`src/rtl/core/acmr_pkg.sv`:
```
// Shared types, constants and helpers for the audio channel mux router.
`timescale 1ns / 1ps
package acmr_pkg;

  localparam int MAX_CHANNELS = 8;
  localparam int MAX_STREAMS  = 4;
  localparam int SAMPLE_BITS  = 32;

  localparam int CH_W     = $clog2(MAX_CHANNELS);
  localparam int CNT_W    = $clog2(MAX_CHANNELS + 1);
  localparam int STREAM_W = 2;
  localparam int KEY_W    = STREAM_W + 3;
  localparam int CFG_IDX_W  = 3;
  localparam int CFG_DATA_W = 64;

  typedef enum logic [CFG_IDX_W-1:0] {
    REG_ROUTE0       = 3'd0,
    REG_ROUTE1       = 3'd1,
    REG_ROUTE2       = 3'd2,
    REG_ROUTE3       = 3'd3,
    REG_STREAM_COUNT = 3'd4,
    REG_OUT_CH_COUNT = 3'd5
  } cfg_reg_t;

  typedef struct packed {
    logic [STREAM_W-1:0] stream;
    logic [2:0]          chan;
    logic signed [31:0]  sample;
    logic                frame_end;
  } req_t;

  typedef logic [63:0] route_mask_t [MAX_STREAMS];
  typedef logic signed [31:0] frame_t [MAX_CHANNELS];

  // Keep the low SAMPLE_BITS bits and sign extend them.
  function automatic logic signed [31:0] narrow_sample(input logic signed [31:0] raw);
    logic signed [31:0] t;
    t = raw <<< (32 - SAMPLE_BITS);
    return t >>> (32 - SAMPLE_BITS);
  endfunction

endpackage

```
`src/rtl/core/acmr_route.sv`:
```
// Frame store with per-slot write keys; resolves route precedence per request.
`timescale 1ns / 1ps
module acmr_route (
  input  logic                 clk,
  input  logic                 rst_n,
  input  logic                 req_take,
  input  acmr_pkg::req_t       req,
  input  acmr_pkg::route_mask_t route_mask,
  input  logic [2:0]           stream_count,
  output acmr_pkg::frame_t     frame_nxt
);

  logic signed [31:0]       data_r  [acmr_pkg::MAX_CHANNELS];
  logic [acmr_pkg::KEY_W-1:0] key_r [acmr_pkg::MAX_CHANNELS];
  logic [acmr_pkg::MAX_CHANNELS-1:0] written_r;

  logic [3:0]                  streams;
  logic                        active;
  logic [7:0]                  bits;
  logic [acmr_pkg::KEY_W-1:0]  key;
  logic signed [31:0]          sample;
  logic [acmr_pkg::MAX_CHANNELS-1:0] win;

  always_comb begin
    streams = (stream_count > 3'(acmr_pkg::MAX_STREAMS)) ?
              4'(acmr_pkg::MAX_STREAMS) : {1'b0, stream_count};
    active  = ({2'b00, req.stream} < streams) &&
              ({1'b0, req.chan} < 4'(acmr_pkg::MAX_CHANNELS));
    bits    = route_mask[req.stream][{req.chan, 3'b000} +: 8];
    key     = {req.stream, req.chan};
    sample  = acmr_pkg::narrow_sample(req.sample);
    for (int k = 0; k < acmr_pkg::MAX_CHANNELS; k++) begin
      win[k] = req_take && active && bits[k] && (!written_r[k] || key >= key_r[k]);
      frame_nxt[k] = win[k] ? sample : (written_r[k] ? data_r[k] : 32'sd0);
    end
  end

  always_ff @(posedge clk) begin
    if (!rst_n) begin
      written_r <= '0;
    end else if (req_take && req.frame_end) begin
      written_r <= '0;
    end else begin
      written_r <= written_r | win;
    end
  end

  always_ff @(posedge clk) begin
    for (int k = 0; k < acmr_pkg::MAX_CHANNELS; k++) begin
      if (win[k]) begin
        data_r[k] <= sample;
        key_r[k]  <= key;
      end
    end
  end

endmodule

```
`src/rtl/core/audio_channel_mux_router.sv`:
```
// Audio channel mux router top level: config registers, frame store, frame emitter.
// The ending request loads the frame snapshot and emit counter; the output register then
//   takes the first output channel of the frame once the output is not stalled.
// Throughput: one request per cycle; a frame end is held off while the previous
//   frame is still being emitted, min(out_channel_count, 8) channels (0..8), held up by output stalls.
// Reset (rst_n low, synchronous): routes zero, stream_count 1, out_channel_count 2,
//   store empty, no output pending.
`timescale 1ns / 1ps
module audio_channel_mux_router (
  input  logic                               clk,
  input  logic                               rst_n,
  input  logic                               cfg_wr_en,
  input  logic [acmr_pkg::CFG_IDX_W-1:0]     cfg_index,
  input  logic [acmr_pkg::CFG_DATA_W-1:0]    cfg_wdata,
  input  logic                               in_valid,
  output logic                               in_stall,
  input  logic [acmr_pkg::STREAM_W-1:0]      in_stream_index,
  input  logic [2:0]                         in_channel,
  input  logic signed [31:0]                 in_sample,
  input  logic                               in_frame_end,
  output logic                               out_valid,
  input  logic                               out_stall,
  output logic [2:0]                         out_channel,
  output logic signed [31:0]                 out_sample,
  output logic                               out_frame_last
);

  acmr_pkg::route_mask_t route_mask_r;
  logic [2:0]  stream_count_r;
  logic [3:0]  out_ch_count_r;

  acmr_pkg::req_t   req;
  acmr_pkg::frame_t frame_nxt;
  acmr_pkg::frame_t snap_r;
  logic                       req_take;
  logic [acmr_pkg::CNT_W-1:0] n_r, idx_r, n_clamp;
  logic                       pending, adv;

  logic                       out_valid_r, out_last_r;
  logic [2:0]                 out_ch_r;
  logic signed [31:0]         out_sample_r;

  // config writes
  always_ff @(posedge clk) begin
    if (!rst_n) begin
      for (int s = 0; s < acmr_pkg::MAX_STREAMS; s++) route_mask_r[s] <= '0;
      stream_count_r <= 3'd1;
      out_ch_count_r <= 4'd2;
    end else if (cfg_wr_en) begin
      unique case (cfg_index)
        acmr_pkg::REG_ROUTE0:       route_mask_r[0] <= cfg_wdata;
        acmr_pkg::REG_ROUTE1:       route_mask_r[1] <= cfg_wdata;
        acmr_pkg::REG_ROUTE2:       route_mask_r[2] <= cfg_wdata;
        acmr_pkg::REG_ROUTE3:       route_mask_r[3] <= cfg_wdata;
        acmr_pkg::REG_STREAM_COUNT: stream_count_r  <= cfg_wdata[2:0];
        acmr_pkg::REG_OUT_CH_COUNT: out_ch_count_r  <= cfg_wdata[3:0];
        default: ;
      endcase
    end
  end

  assign pending  = idx_r < n_r;
  assign in_stall = in_frame_end && pending;
  assign req_take = in_valid && !in_stall;
  assign adv      = pending && (!out_valid_r || !out_stall);
  assign n_clamp  = (out_ch_count_r > 4'(acmr_pkg::MAX_CHANNELS)) ?
                    acmr_pkg::CNT_W'(acmr_pkg::MAX_CHANNELS) :
                    acmr_pkg::CNT_W'(out_ch_count_r);

  always_comb begin
    req.stream    = in_stream_index;
    req.chan      = in_channel;
    req.sample    = in_sample;
    req.frame_end = in_frame_end;
  end

  acmr_route u_route (
    .clk          (clk),
    .rst_n        (rst_n),
    .req_take     (req_take),
    .req          (req),
    .route_mask   (route_mask_r),
    .stream_count (stream_count_r),
    .frame_nxt    (frame_nxt)
  );

  // frame snapshot and emit counter
  always_ff @(posedge clk) begin
    if (!rst_n) begin
      n_r   <= '0;
      idx_r <= '0;
    end else if (req_take && in_frame_end) begin
      n_r   <= n_clamp;
      idx_r <= '0;
    end else if (adv) begin
      idx_r <= idx_r + 1'b1;
    end
  end

  always_ff @(posedge clk) begin
    if (req_take && in_frame_end) begin
      for (int k = 0; k < acmr_pkg::MAX_CHANNELS; k++) snap_r[k] <= frame_nxt[k];
    end
  end

  // output register
  always_ff @(posedge clk) begin
    if (!rst_n) begin
      out_valid_r <= 1'b0;
    end else if (adv) begin
      out_valid_r <= 1'b1;
    end else if (!out_stall) begin
      out_valid_r <= 1'b0;
    end
  end

  always_ff @(posedge clk) begin
    if (adv) begin
      out_ch_r     <= 3'(idx_r[acmr_pkg::CH_W-1:0]);
      out_sample_r <= snap_r[idx_r[acmr_pkg::CH_W-1:0]];
      out_last_r   <= (idx_r + 1'b1) == n_r;
    end
  end

  assign out_valid      = out_valid_r;
  assign out_channel    = out_ch_r;
  assign out_sample     = out_sample_r;
  assign out_frame_last = out_last_r;

endmodule

```
`config.mk`:
```
export PLATFORM = sky130hd
export DESIGN_NAME = audio_channel_mux_router
export DESIGN_NICKNAME = d
export VERILOG_FILES = /design/src/rtl/core/acmr_pkg.sv /design/src/rtl/core/acmr_route.sv /design/src/rtl/core/audio_channel_mux_router.sv
export SDC_FILE = /design/constraint.sdc
export NUM_CORES = 1
export LEC_CHECK = 0
export BUFFER_PORTS_ARGS = -buffer_cell sky130_fd_sc_hd__buf_2
export CAP_MARGIN = 20
export CORE_UTILIZATION = 55
export CTS_CLUSTER_DIAMETER = 50
export DETAILED_ROUTE_END_ITERATION = 10
export MAX_ROUTING_LAYER = met4
export PLACE_DENSITY = 0.73
export SETUP_SLACK_MARGIN = 0.5
export SYNTH_ARGS = -nofsm -noshare
export SYNTH_HDL_FRONTEND = slang
export SYNTH_HIERARCHICAL = 1
export SYNTH_SLANG_ARGS = --single-unit
```
`constraint.sdc`:
```
create_clock -name clk -period 19.67 [get_ports clk]
set_input_delay 0.9835 -clock clk [delete_from_list [all_inputs] [get_ports clk]]
set_output_delay 0.9835 -clock clk [all_outputs]
set_load 0.01 [all_outputs]
```
==> results.py <==
metrics = {
    "floorplan": {
        "dieWidth_um": 261.2,
        "dieArea_um2": 68220,
        "initial_utilization_pct": 55.90,
        "core_um2": 66100,
        "io_pins": 148,
        "die_h_um": 261.2,
        "rows": 94,
    },
    "global_routing": {
        "antenna_found_initial": 5,
        "grt_max_degree": 148,
        "gr-total-overflow": 0,
        "grt_pass1_vias": 23950,
        "grt_pass1_wl_um": 139600,
        "grt.total_usage_pct": 27.90,
    },
    "timing": {
        "finalCritPeriodShare_pct": 26.28,
        "setup_viol": 0,
        "fmax_mhz": 193.4,
        "finalCriticalPeriod_ps": 5170,
        "hold_violations": 0,
        "tns_ps": 0,
        "finClkSkew_ps": 29.94,
        "timing.slew.headroom_pct": 21.95,
        "worst_pin_slew_ps": 1169,
        "slew_violations": 0,
        "rsz0062_at_grt": "no",
    },
    "yosys": {
        "syn_nets": 3158,
        "ys_seq_elements": 868,
        "synth-seq-area-share_pct": 62.96,
        "syn_avg_cell_area_um2": 12.31,
        "synth_cell_types": 47,
        "synth_edf_count": 588,
        "synth_warnings": 6,
        "ys.flop_type": "edfxtp_1",
        "async_flop_share_pct": 0,
        "syn_inst": 3002,
        "mappedNetlistArea_um2": 36950,
    },
    "power_and_ir_drop": {
        "total_power_mw": 4.105,
        "max-vdd-ir-drop_uv": 71.30,
        "powerDensity_nw_per_um2": 99.83,
        "p_sw_share_pct": 23.61,
        "p_comb_share_pct": 7.5,
        "sequentialPowerShare_pct": 50.2,
        "p_clk_share_pct": 42.3,
        "p_sw_mw": 0.9691,
        "p_leak_nw": 15.92,
        "internal-power_mw": 3.136,
    },
    "layout": {
        "syn2layout_area_growth_pct": 11.30,
        "layout_common_cells": "nand2_1 (886), edfxtp_1 (588), mux2i_1 (371), a21oi_1 (300), dfxtp_1 (277)",
        "layout_commonest_cell": "nand2_1",
        "fin_nets": 3245,
        "drive_above_1_share_pct": 14.23,
    },
    "min_path": {
        "hold_path_class": "reg -> reg",
    },
    "route": {
        "vias": 24100,
        "drtIter0Drc": 2308,
        "drtPass1Iterations": 10,
        "drc": 6,
        "antenna_left": 0,
        "vias_per_cell": 5.969,
        "wire_per_inst_um": 22.79,
        "routed_wl_um": 92010,
    },
    "setup_path": {
        "crit_path_start_kind": "input pin",
        "cp-end-kind": "flop",
        "critPathRequiredTime_ps": 19930,
        "cp_data_arrival_time_ps": 5430,
        "cp_max_fo": 64,
        "crit_type": "in -> reg",
    },
    "cts": {
        "clk_transition_reported_paths_ps": 60,
        "hold_buffers": 0,
        "cts-buffers-inserted": 95,
        "cts_buffer_depth": 3,
        "ctsResizeCount": 0,
        "cts-root-buf": "clkbuf_16",
        "cts_tree": "yes",
        "cts_max_level": 3,
        "post-cts-setup-buffer-count": 0,
        "clock_sinks": 868,
        "clock_latency_ps": 660,
    },
    "status": {
        "outcome": "finished with violations",
        "violations": "design-rule violations",
    },
    "placed_design": {
        "gp_congestion": 0.8348,
        "hpwl_um": 52450,
        "port-buffer-count": 147,
    },
    "flow_run": {
        "max-cap-violations": 0,
    },
}
## worst max-delay path: stages
cell	delay [ps]
buf_6	540
buf_4	930
mux2i_1	250
a22oi_2	230
a21oi_1	130
nor4_1	640
o311ai_4	190
buf_4	420
inv_2	970
## final cells by class
| cell class | instances | area, um^2 |
|---|---|---|
| sequential | 868 | 23270 |
| multi-input combinational | 1837 | 12160 |
| timing repair buffer | 191 | 1150 |
| clock buffer | 116 | 2466 |
| antenna | 5 | 12.51 |
| fill | 4933 | 24980 |
| clock inverter | 61 | 619.3 |
| tap | 864 | 1081 |
| inverter | 96 | 365.4 |
## kinds of logic after synthesis
family	Yosys count	share of synthesized area, %
AO/OA/AOI/OAI	392	5.929
XOR/XNOR	5	0.1185
adder cells (fa/ha/maj)	46	1.558
buffers and inverters	297	4.592
flip-flops	868	62.96
multiplexers	451	14.96
AND/OR/NAND/NOR	943	9.888
## worst paths after layout
check | endpoint | cells past startpoint | from | slack, ps
worst min register to register | route_mask_r[18]$_SDFFE_PN0P_ | 2 | route_mask_r[18]$_SDFFE_PN0P_ | 450
worst min-delay path | route_mask_r[18]$_SDFFE_PN0P_ | 2 | route_mask_r[18]$_SDFFE_PN0P_ | 450
worst max-delay path | u_route/data_r[1][91]$_DFFE_PP_ | 9 | in_channel[0] | 14500
worst max register to register | u_route/data_r[1][91]$_DFFE_PP_ | 9 | idx_r[2]$_SDFFE_PP0P_ | 14510
## power by group through the flow
stage               Combinational [mW]  Clock [mW]  Sequential, mW
global placement                 0.293           0            2.10
global route                     0.330        1.83            2.07
detailed placement               0.303           0            2.10
CTS                              0.305        1.75            2.06
finish                           0.308        1.74            2.06
floorplan                        0.201           0            2.10
## synth_stat cells, drive strengths merged (3+ instances only)
cell type	n	area [um^2]
mux4	80	1813
nand3b	4	30.03
nor4	9	56.30
and3	3	18.77
nand2	888	3336
nand2b	3	18.77
a22oi	48	385.4
a211oi	4	30.03
clkbuf	70	262.8
and2	4	28.78
nand3	5	30.03
buf	131	1074
o21a	8	60.06
inv	94	352.8
nor2b	6	37.54
o21ai	19	95.09
mux2i	371	3714
xnor2	3	26.28
nor2	16	62.56
edfxtp	588	17660
ha	46	575.6
a21oi	301	1510
o311ai	8	70.07
dfxtp	280	5605
## metal layers
metal / track usage [%] / share of wire (%)
met5: - / 0
met4: 9.222 / 2.9
met3: 3.939 / 6.8
met2: 46.33 / 50
met1: 35.29 / 41
## per-stage QoR
| stage | util [%] | area [um^2] | setup slack, ps | hold slack [ps] | std cells |
|---|---|---|---|---|---|
| floorplan | - | 36950 | 10170 | 432.3 | 3002 |
| global placement | 57.35 | 37910 | 13970 | 439.4 | 3851 |
| detailed placement | 57.43 | 37960 | 13960 | 443.3 | 3853 |
| CTS | 62.09 | 41040 | 14510 | 451.1 | 4030 |
| global route | 62.21 | 41120 | 14320 | 467.2 | 4037 |
| finish | 62.22 | 41120 | 14500 | 450.4 | 4038 |
## sequential cells by signal, summed over array words and instances, names as in the netlist, 4 cells and up
signal and cells:
n_r 4, out_ch_count_r 4, out_sample 32, u_route/key_r 40, idx_r 4, snap_r 256, route_mask_r 256, u_route/written_r 8
u_route/data_r 256
Note: power is estimated with default switching activity, not from simulation.
